**config.mk**
```make
export PLATFORM = sky130hd
export DESIGN_NAME = slip_deframer_xor_check_core
export DESIGN_NICKNAME = d
export VERILOG_FILES = /design/src/slipdx_pkg.sv /design/src/slipdx_deframer.sv /design/src/slipdx_out_fifo.sv /design/src/slip_deframer_xor_check_core.sv
export SDC_FILE = /design/constraint.sdc
export NUM_CORES = 1
export LEC_CHECK = 0
export BUFFER_PORTS_ARGS = -buffer_cell sky130_fd_sc_hd__buf_2
export CAP_MARGIN = 5
export CORE_AREA = 2 2 104 106
export DETAILED_ROUTE_END_ITERATION = 16
export DIE_AREA = 0 0 106 108
export PLACE_DENSITY = 0.49
export SLEW_MARGIN = 20
export SYNTH_ARGS = -nofsm -noshare
export SYNTH_HDL_FRONTEND = slang
export SYNTH_SLANG_ARGS = --single-unit
```
**constraint.sdc**
```tcl
create_clock -name aclk -period 5.5 [get_ports aclk]
set_input_delay 0.275 -clock aclk [delete_from_list [all_inputs] [get_ports aclk]]
set_output_delay 0.275 -clock aclk [all_outputs]
set_load 0.02 [all_outputs]
```
**src/slipdx_pkg.sv**
```systemverilog
// Package for the SLIP deframer with nibble XOR check.
// Holds the framing byte codes, the result kind codes and the result types.
// No dependencies.
package slipdx_pkg;

    localparam logic [7:0] FLAG_BYTE = 8'hC0;
    localparam logic [7:0] ESC_BYTE  = 8'hDB;
    localparam logic [7:0] ESC_FLAG  = 8'hDC;
    localparam logic [7:0] ESC_ESC   = 8'hDD;

    typedef enum logic [1:0] {
        KIND_PAYLOAD  = 2'd0,
        KIND_END_GOOD = 2'd1,
        KIND_END_BAD  = 2'd2
    } kind_t;

    typedef struct packed {
        logic [7:0] out_byte;
        kind_t      out_kind;
        logic       last_of_run;
    } result_t;

    typedef struct packed {
        logic [1:0] cnt;
        result_t    r0;
        result_t    r1;
    } emit_t;

endpackage

```
**src/slipdx_deframer.sv**
```systemverilog
// Frame state and per-byte decode for the SLIP deframer.
// Produces zero, one or two results per accepted byte. Uses slipdx_pkg.
module slipdx_deframer (
    input  logic                aclk,
    input  logic                aresetn,
    input  logic                accept,
    input  logic [7:0]          line_byte,
    output slipdx_pkg::emit_t   emit
);
    import slipdx_pkg::*;

    logic       in_frame_reg, in_frame_next;
    logic [1:0] raw_count_reg, raw_count_next;
    logic [7:0] delay0_reg, delay0_next;
    logic [7:0] delay1_reg, delay1_next;
    logic [7:0] xor_sum_reg, xor_sum_next;
    logic       esc_reg, esc_next;
    logic       payload_seen_reg, payload_seen_next;

    logic [7:0] got;
    logic       good;
    kind_t      end_kind;
    logic [1:0] n;
    result_t    r0, r1;

    assign got      = {delay0_reg[3:0], 4'b0000} + delay1_reg;
    assign good     = (got == xor_sum_reg);
    assign end_kind = good ? KIND_END_GOOD : KIND_END_BAD;

    always_comb begin
        in_frame_next     = in_frame_reg;
        raw_count_next    = raw_count_reg;
        delay0_next       = delay0_reg;
        delay1_next       = delay1_reg;
        xor_sum_next      = xor_sum_reg;
        esc_next          = esc_reg;
        payload_seen_next = payload_seen_reg;
        n                 = 2'd0;
        r0                = '{out_byte: 8'h00, out_kind: KIND_PAYLOAD, last_of_run: 1'b0};
        r1                = '{out_byte: 8'h00, out_kind: KIND_PAYLOAD, last_of_run: 1'b0};

        if (accept) begin
            if (!in_frame_reg) begin
                if (line_byte == FLAG_BYTE) begin
                    in_frame_next     = 1'b1;
                    raw_count_next    = 2'd0;
                    delay0_next       = 8'h00;
                    delay1_next       = 8'h00;
                    xor_sum_next      = 8'h00;
                    esc_next          = 1'b0;
                    payload_seen_next = 1'b0;
                end
            end else if (line_byte == FLAG_BYTE) begin
                if (raw_count_reg == 2'd2) begin
                    if (esc_reg) begin
                        r0.out_byte = ESC_BYTE;
                        r1.out_kind = end_kind;
                        n           = 2'd2;
                    end else if (payload_seen_reg) begin
                        r0.out_kind = end_kind;
                        n           = 2'd1;
                    end
                end
                // A lone flag after an empty frame restarts it; otherwise hunt again.
                in_frame_next     = (raw_count_reg == 2'd0);
                raw_count_next    = 2'd0;
                delay0_next       = 8'h00;
                delay1_next       = 8'h00;
                xor_sum_next      = 8'h00;
                esc_next          = 1'b0;
                payload_seen_next = 1'b0;
            end else if (raw_count_reg != 2'd2) begin
                if (raw_count_reg[0]) begin
                    delay1_next = line_byte;
                end else begin
                    delay0_next = line_byte;
                end
                raw_count_next = raw_count_reg + 2'd1;
            end else begin
                delay0_next  = delay1_reg;
                delay1_next  = line_byte;
                xor_sum_next = xor_sum_reg ^ delay0_reg;
                if (esc_reg) begin
                    if (delay0_reg == ESC_FLAG) begin
                        r0.out_byte = FLAG_BYTE;
                        n           = 2'd1;
                        esc_next    = 1'b0;
                    end else if (delay0_reg == ESC_ESC) begin
                        r0.out_byte = ESC_BYTE;
                        n           = 2'd1;
                        esc_next    = 1'b0;
                    end else if (delay0_reg == ESC_BYTE) begin
                        r0.out_byte = ESC_BYTE;
                        n           = 2'd1;
                    end else begin
                        r0.out_byte = ESC_BYTE;
                        r1.out_byte = delay0_reg;
                        n           = 2'd2;
                        esc_next    = 1'b0;
                    end
                end else if (delay0_reg == ESC_BYTE) begin
                    esc_next = 1'b1;
                end else begin
                    r0.out_byte = delay0_reg;
                    n           = 2'd1;
                end
                if (n != 2'd0) begin
                    payload_seen_next = 1'b1;
                end
            end
        end

        r0.last_of_run = (n == 2'd1);
        r1.last_of_run = (n == 2'd2);
    end

    assign emit = '{cnt: n, r0: r0, r1: r1};

    always_ff @(posedge aclk) begin
        if (!aresetn) begin
            in_frame_reg     <= 1'b0;
            raw_count_reg    <= 2'd0;
            delay0_reg       <= 8'h00;
            delay1_reg       <= 8'h00;
            xor_sum_reg      <= 8'h00;
            esc_reg          <= 1'b0;
            payload_seen_reg <= 1'b0;
        end else begin
            in_frame_reg     <= in_frame_next;
            raw_count_reg    <= raw_count_next;
            delay0_reg       <= delay0_next;
            delay1_reg       <= delay1_next;
            xor_sum_reg      <= xor_sum_next;
            esc_reg          <= esc_next;
            payload_seen_reg <= payload_seen_next;
        end
    end

`ifndef SYNTHESIS
    a_raw_count_range: assert property (@(posedge aclk) disable iff (!aresetn)
        raw_count_reg != 2'd3)
        else $error("Held byte count exceeds two.");

    a_pair_starts_with_payload: assert property (@(posedge aclk) disable iff (!aresetn)
        emit.cnt == 2'd2 |-> emit.r0.out_kind == KIND_PAYLOAD && !emit.r0.last_of_run)
        else $error("A two-result byte must start with a payload result.");
`endif

endmodule

```
**src/slipdx_out_fifo.sv**
```systemverilog
// Three-entry result queue for the SLIP deframer; the head entry drives the output.
// Takes up to two results per cycle. Uses slipdx_pkg.
module slipdx_out_fifo (
    input  logic                aclk,
    input  logic                aresetn,
    input  slipdx_pkg::emit_t   emit,
    output logic                space_ok,
    output logic                head_valid,
    input  logic                head_ready,
    output slipdx_pkg::result_t head
);
    import slipdx_pkg::*;

    localparam int unsigned DEPTH = 3;

    result_t    entry_reg [DEPTH];
    result_t    entry_next [DEPTH];
    logic [1:0] count_reg, count_next;
    logic [1:0] count_after_pop;
    logic       pop;

    assign pop             = head_valid && head_ready;
    assign count_after_pop = count_reg - {1'b0, pop};
    assign space_ok        = (count_reg <= 2'd1);
    assign head_valid      = (count_reg != 2'd0);
    assign head            = entry_reg[0];

    always_comb begin
        for (int i = 0; i < DEPTH; i++) begin
            entry_next[i] = entry_reg[i];
        end
        if (pop) begin
            entry_next[0] = entry_reg[1];
            entry_next[1] = entry_reg[2];
        end
        if (emit.cnt != 2'd0 && count_after_pop != 2'd3) begin
            entry_next[count_after_pop] = emit.r0;
        end
        if (emit.cnt == 2'd2 && count_after_pop <= 2'd1) begin
            entry_next[count_after_pop + 2'd1] = emit.r1;
        end
        count_next = count_after_pop + emit.cnt;
    end

    always_ff @(posedge aclk) begin
        if (!aresetn) begin
            count_reg <= 2'd0;
        end else begin
            count_reg <= count_next;
        end
    end

    always_ff @(posedge aclk) begin
        for (int i = 0; i < DEPTH; i++) begin
            entry_reg[i] <= entry_next[i];
        end
    end

`ifndef SYNTHESIS
    a_push_needs_space: assert property (@(posedge aclk) disable iff (!aresetn)
        emit.cnt != 2'd0 |-> count_reg <= 2'd1)
        else $error("Results pushed into a full queue.");

    a_pair_count: assert property (@(posedge aclk) disable iff (!aresetn)
        emit.cnt == 2'd2 && !pop |=> count_reg == $past(count_reg) + 2'd2)
        else $error("Two pushed results not both stored.");

    a_single_last: assert property (@(posedge aclk) disable iff (!aresetn)
        emit.cnt == 2'd1 |-> emit.r0.last_of_run)
        else $error("A single result must close its run.");
`endif

endmodule

```
**src/slip_deframer_xor_check_core.sv**
```systemverilog
// Top level of the SLIP deframer with nibble XOR check.
// Instantiates slipdx_deframer and slipdx_out_fifo. Uses slipdx_pkg.
//
// The block takes one raw line byte per cycle on the slave side and emits unescaped payload
// bytes two line bytes late, followed by a frame end marker that reports a good or bad
// checksum when the frame carried payload. Every accepted byte is decoded in the same cycle
// from the registered frame state, and its zero, one or two results go into a three-entry
// result queue whose head drives the master side. s_tready is high while at most one result
// waits in that queue, so with a free-running sink one byte is accepted every cycle; a byte
// that yields two results (a literal escape byte followed by ordinary data, or a closing flag
// after a pending escape) can drop s_tready and stall the next byte.
module slip_deframer_xor_check_core (
    input  logic       aclk,
    input  logic       aresetn,
    input  logic       s_tvalid,
    output logic       s_tready,
    input  logic [7:0] s_tdata,   // [7:0] line_byte
    output logic       m_tvalid,
    input  logic       m_tready,
    output logic [7:0] m_tdata,   // [7:0] out_byte
    output logic [1:0] m_tuser,   // [1:0] out_kind
    output logic       m_tlast
);
    import slipdx_pkg::*;

    emit_t   emit;
    result_t head;
    logic    accept;

    assign accept = s_tvalid && s_tready;

    slipdx_deframer u_deframer (
        .aclk      (aclk),
        .aresetn   (aresetn),
        .accept    (accept),
        .line_byte (s_tdata),
        .emit      (emit)
    );

    slipdx_out_fifo u_out_fifo (
        .aclk       (aclk),
        .aresetn    (aresetn),
        .emit       (emit),
        .space_ok   (s_tready),
        .head_valid (m_tvalid),
        .head_ready (m_tready),
        .head       (head)
    );

    assign m_tdata = head.out_byte;
    assign m_tuser = head.out_kind;
    assign m_tlast = head.last_of_run;

endmodule

```
==> reports/results.txt, run 1 <==
Status: completed
Area leader, netlist: dfxtp_1
Post-route ant nets: 0
Dpl hpwl: 6.34 mm
Worst-Skew Late Latency: 0.34 ns
Post-CTS setup buffer count: 0
Starting density of the core: 34.9%
Final worst path period need: 3.14 ns
Prevailing post-synth register cell: dfxtp_1
Final instance area: 0.00387 mm2
Largest register FFs: 33
Maximum vdd drop: 119 uV
Cell Pwr Density: 241 mW/mm2
CTS tree: yes
Distinct cells, synth: 61
Main combinational cell family by area after synthesis: simple AND/OR/NAND/NOR gates
Multi-input logic area: 0.00206 mm2
Synth-to-layout area growth: 8.45%
Final Core Density: 37.8%
Iteration-0 DRC Markers: 106
Total CTS buffers: 9
Vias in the first global route: 2841
Die X: 106 um
Number of flops mapped to enable cells by yosys: 0
Routed WL: 8.77 mm
Port buffer count: 24
Register bit total from synthesis: 64
Maxcap violations: 0
Synthesized cell area: 0.00357 mm2
CTS Root Buffer Type: clkbuf_8
# DRC: 0
RSZ-0062 raised after global routing: false
Largest net degree at the start of global routing: 24
Hold path depth: 2
Yosys top cell area share: 35.9%
Max Buffers Root-to-Sink: 2
Num ports: 25
Synth warn: 0
Ys async rst share: 0%
Final TNS setup: 0 ns
Cts repair resizes: 0
Total track usage: 16.1%
Simple-gate share of the synthesized area: 22.2%
Avg WL per Cell: 15.4 um
R2r worst-path depth: 10
Critical path data required time: 5.73 ns
Reg area: 0.00128 mm2
Post-CTS Hold Fix Bufs: 0
Final setup fails: 0
Critical path endpoint category: register
Max Freq: 318 MHz
Synth Area in XOR/XNOR: 5.89%
Filler Cell Count: 1092
Ratio of cells with drive above 1 in the final layout: 17.8%
Final hold vios: 0
Initial DRT Pass Iterations: 4
CTS H-tree lvls: 3
CP Data Arrival Time: 3.37 ns
Crit share post-route: 57.2%
Core ar.: 0.0102 mm2
Top-count cell post-synth: dfxtp_1
Synth Area per Inst: 8.47 um2
Tightest Hold Check Type: in2reg
Worst Tran Pin Value: 1.01 ns
Placed cell area: 0.00370 mm2
Die area: 0.0114 mm2
Clk pin slew, worst setup/hold paths: 0.07 ns
Rows: 37
Synth Net Count: 441
Die Height: 108 um
First-pass GRT wire length: 14.6 mm
Nets: 448
Synth top area cells: dfxtp_1 (36%), nand2_1 (5.1%), mux2_2 (4.7%)
Seq/Total Area, Yosys: 35.9%
Via density: 5.20
Slew Viols, Final: 0
Post-synthesis mux area share: 8.66%
DR vias: 2955
WS Path Type: reg2reg
Synth Area in Compound Gates: 18.0%
Slew HR: 32.5%
Tot Pwr: 0.933 mW
Leak: 1.58 nW
Clk_skew: 0.00582 ns
Ant. Diodes: 0
Global placer's final weighted congestion: 0.823
CTS sink count: 64
Synth Area in Adders: 3.02%
Mapped Cells: 421
Post-synth top cells: dfxtp_1 (64), nand2_1 (48), nor2_1 (43)
Initial antenna violation count: 0
Crit Path Max Fanout: 23
Grt ovf: 0
Worst Setup Start Kind: register
-- cells in the final DEF, fill, tap and decap left out, drive strengths merged, types with 4 or more instances in the layout --
master  instances
a211o           4
a21oi          28
a22oi           7
a31oi           6
a32oi           5
and3            4
buf            26
clkbuf         12
dfxtp          64
ha              7
inv            13
mux2           15
mux2i          14
nand2          48
nand2b          5
nand3          21
nand4           6
nor2           47
nor2b           4
nor3           12
o211ai          5
o21ai          21
xnor2          11
xor2           13
-- path summary, 6_finish.rpt --
path / slack, ns / end / start
min reg2reg: 0.48 / u_deframer.raw_count_reg[1]$_SDFFE_PN0P_ / u_deframer.raw_count_reg[1]$_SDFFE_PN0P_
max: 2.36 / u_out_fifo.entry_reg[0][31]$_DFF_P_ / u_out_fifo.count_reg[1]$_SDFF_PN0_
min: 0.18 / u_out_fifo.count_reg[0]$_SDFF_PN0_ / aresetn
max reg2reg: 2.36 / u_out_fifo.entry_reg[0][31]$_DFF_P_ / u_out_fifo.count_reg[1]$_SDFF_PN0_
-- per-stage QoR --
stage               setup WS, ns  instances  hold slack [ns]
finish                      2.36        568            0.177
global route                2.09        568            0.191
CTS                         2.34        568            0.171
detailed placement          2.35        553            0.470
global placement            2.35        553            0.461
floorplan                   2.79        421            0.397
-- report_power, final --
group	switching (mW)	total (mW)	internal (mW)	leakage, nW
clock	0.180	0.364	0.184	0.0882
sequential	0.00279	0.469	0.466	0.515
combinational	0.0644	0.0999	0.0355	0.979
-- routing by layer --
layer / global-route usage, % / up-vias / share of wire, % / wire (um)
li1: - / 1503 / - / -
met1: 21.1 / 1396 / 49 / 4300
met2: 27.1 / 47 / 47 / 4110
met3: 3.44 / 9 / 2.9 / 257
met4: 3.95 / 0 / 1.1 / 99
met5: 0 / - / 0 / 0
-- layout make-up --
cell class / instances / share of cell area (%)
clock buffers: 12 / 4.01
multi-input cells: 314 / 53.3
flip-flops and latches: 64 / 33.1
well taps: 136 / 4.40
inverters: 13 / 1.26
clock inverters: 3 / 0.453
repair buffers: 26 / 3.49
-- logic make-up after synthesis --
| family | Yosys count |
|---|---|
| mux | 29 |
| simple gates | 160 |
| xor+xnor | 24 |
| flops | 64 |
| compound gates | 93 |
| fa+ha+maj | 8 |
| buf+inv | 43 |
-- critical path, cell delays in order (launching register included) --
cell and delay, ns:
dfxtp_1 0.37, or2_2 0.31, nand2_1 0.07, buf_4 0.33, inv_1 0.08, ha_1 0.45
inv_1 0.17, nor2_1 0.21, o211ai_1 0.43, and3_1 0.36, a221o_1 0.26
(Power assumes the default switching activity.)
==> run 2, diff against run 1 <==
==> constraint.sdc (replaced) <==
create_clock -name aclk -period 3 [get_ports aclk]
set_input_delay 0.15 -clock aclk [delete_from_list [all_inputs] [get_ports aclk]]
set_output_delay 0.15 -clock aclk [all_outputs]
set_load 0.02 [all_outputs]
==> run 2 against run 1 <==
Effect of this change:
- clock skew up 0.0065 ns
- fmax up 15%
- cell area up 3.6%
- critical path depth down 1
- first-iteration DRC count down 10%
- total power up 96%
- die area unchanged
- register-to-register slack worse by 2.1 ns
- setup slack worse by 2.1 ns
- flip-flop and latch count unchanged
- combinational power up 93%
- critical endpoint is now u_out_fifo.entry_reg[0][12]$_DFF_P_
==> reports/results.txt, run 2 (synthesis results as in run 1) <==
Worst reg-to-reg setup slack: 0.27 ns
Setup crit end: u_out_fifo.entry_reg[0][12]$_DFF_P_
R2r endpoint: u_out_fifo.entry_reg[0][12]$_DFF_P_
# DRC: 0
Reg2reg start: u_deframer.delay1_reg[4]$_SDFFE_PN0P_
Via density: 5.23
RSZ-0062 raised after global routing: false
Clk pin slew, worst setup/hold paths: 0.07 ns
Die X: 106 um
Initial antenna violation count: 0
Total CTS buffers: 9
First-pass GRT wire length: 15.8 mm
Worst-Skew Late Latency: 0.35 ns
Initial DRT Pass Iterations: 4
CTS sink count: 64
Max Freq: 366 MHz
Post-CTS setup buffer count: 0
CP Data Arrival Time: 3.00 ns
Non-filler cells, final: 583
Clk_skew: 0.0123 ns
Avg WL per Cell: 15.8 um
Switching power total: 0.479 mW
Clock power share: 42.6%
Critical path data required time: 3.27 ns
Core ar.: 0.0102 mm2
Num ports: 25
CP Launch Point: u_deframer.delay1_reg[4]$_SDFFE_PN0P_
Final TNS setup: 0 ns
Logic pwr share: 10.5%
Starting density of the core: 34.9%
CTS tree: yes
WS Path Type: reg2reg
Post-CTS Hold Fix Bufs: 0
Placed Cells: 567
Final worst path period need: 2.73 ns
Tightest Hold Check Type: in2reg
Rows: 37
Slew Viols, Final: 0
Dpl hpwl: 6.63 mm
Ratio of cells with drive above 1 in the final layout: 20.8%
Final hold vios: 0
Largest register FFs: 33
Nets: 462
Crit share post-route: 91.0%
Crit Path Max Fanout: 8
Ant. Diodes: 0
Slew HR: 45.2%
Most frequent cells in the layout: dfxtp_1 (64), nand2_1 (48), nor2_1 (43)
Critical path endpoint category: register
DR vias: 3048
Leak: 1.67 nW
R2r worst-path depth: 9
Die Height: 108 um
Post-route ant nets: 0
Maximum vdd drop: 186 uV
Grt ovf: 0
Cell Pwr Density: 457 mW/mm2
Total track usage: 17.6%
Commonest non-fill, non-tap cell in the layout: dfxtp_1
Flop pwr share: 46.9%
Status: completed
Worst Setup Start Kind: register
Max Buffers Root-to-Sink: 2
Worst Tran Pin Value: 0.816 ns
Port buffer count: 24
Die area: 0.0114 mm2
Maxcap violations: 0
Global placer's final weighted congestion: 0.878
Final setup fails: 0
Pint: 1.35 mW
Largest net degree at the start of global routing: 23
Synth-to-layout area growth: 12.3%
CTS Root Buffer Type: clkbuf_8
Cts repair resizes: 0
Iteration-0 DRC Markers: 95
Routed WL: 9.21 mm
CTS H-tree lvls: 3
Sw Share: 26.2%
Vias in the first global route: 3065
run 2: cell count changes in the layout (fill, tap and decap cells not counted), sizes merged:
| cell | delta |
|---|---|
| buf | +14 |
| bufinv | +1 |
| clkinvlp | +1 |
| clkbuf | -1 |
run 2: how the worst min path moves through the flow:
stage	start	to	slack [ns]	cells after the start
floorplan	aresetn	u_out_fifo.count_reg[0]$_SDFF_PN0_	0.27	1
global placement	aresetn	u_out_fifo.count_reg[0]$_SDFF_PN0_	0.39	2
detailed placement	aresetn	u_out_fifo.count_reg[0]$_SDFF_PN0_	0.40	2
CTS	aresetn	u_out_fifo.count_reg[0]$_SDFF_PN0_	0.03	2
global route	aresetn	u_out_fifo.count_reg[0]$_SDFF_PN0_	0.04	2
finish	aresetn	u_out_fifo.count_reg[0]$_SDFF_PN0_	0.04	2
run 2: critical path, cell delays in order (launching register included):
cell and delay [ns]:
dfxtp_1 0.38, ha_1 0.19, inv_1 0.06, fa_1 0.54, xor2_1 0.21, nand4_1 0.12
nor3_1 0.24, nand3_1 0.34, or3_1 0.48, o211ai_1 0.09
run 2: final cells by class:
class	instances	area (um2)
Timing Repair Buffer	40	240
Inverter	13	48.8
Fill cell	1080	6220
Sequential cell	64	1280
Clock inverter	5	55.1
Multi-Input combinational cell	314	2060
Tap cell	136	170
Clock buffer	11	151
run 2: power groups by stage:
| stage | clock, mW | combinational, mW | sequential (mW) |
|---|---|---|---|
| finish | 0.779 | 0.193 | 0.858 |
| global placement | 0 | 0.192 | 0.878 |
| detailed placement | 0 | 0.192 | 0.878 |
| floorplan | 0 | 0.137 | 0.877 |
| CTS | 0.800 | 0.193 | 0.858 |
| global route | 0.840 | 0.211 | 0.859 |
run 2: stage by stage:
stage | area [um2] | worst slack [ns] | hold WS (ns) | util, % | power (mW)
after floorplan | 3570 | 0.295 | 0.272 | - | 1.01
after global placement | 3800 | 0.318 | 0.392 | 37.2 | 1.07
after detailed placement | 3800 | 0.319 | 0.400 | 37.2 | 1.07
after CTS | 4010 | 0.289 | 0.0348 | 39.2 | 1.85
after global routing | 4010 | 0.0910 | 0.0406 | 39.2 | 1.91
final | 4010 | 0.270 | 0.0442 | 39.2 | 1.83
run 2: metal layers:
| metal | track usage, % | share of wire [%] |
|---|---|---|
| met3 | 4.04 | 3.6 |
| met2 | 28.8 | 46 |
| met5 | 0 | 0 |
| met1 | 22.3 | 48 |
| met4 | 7.42 | 2.1 |
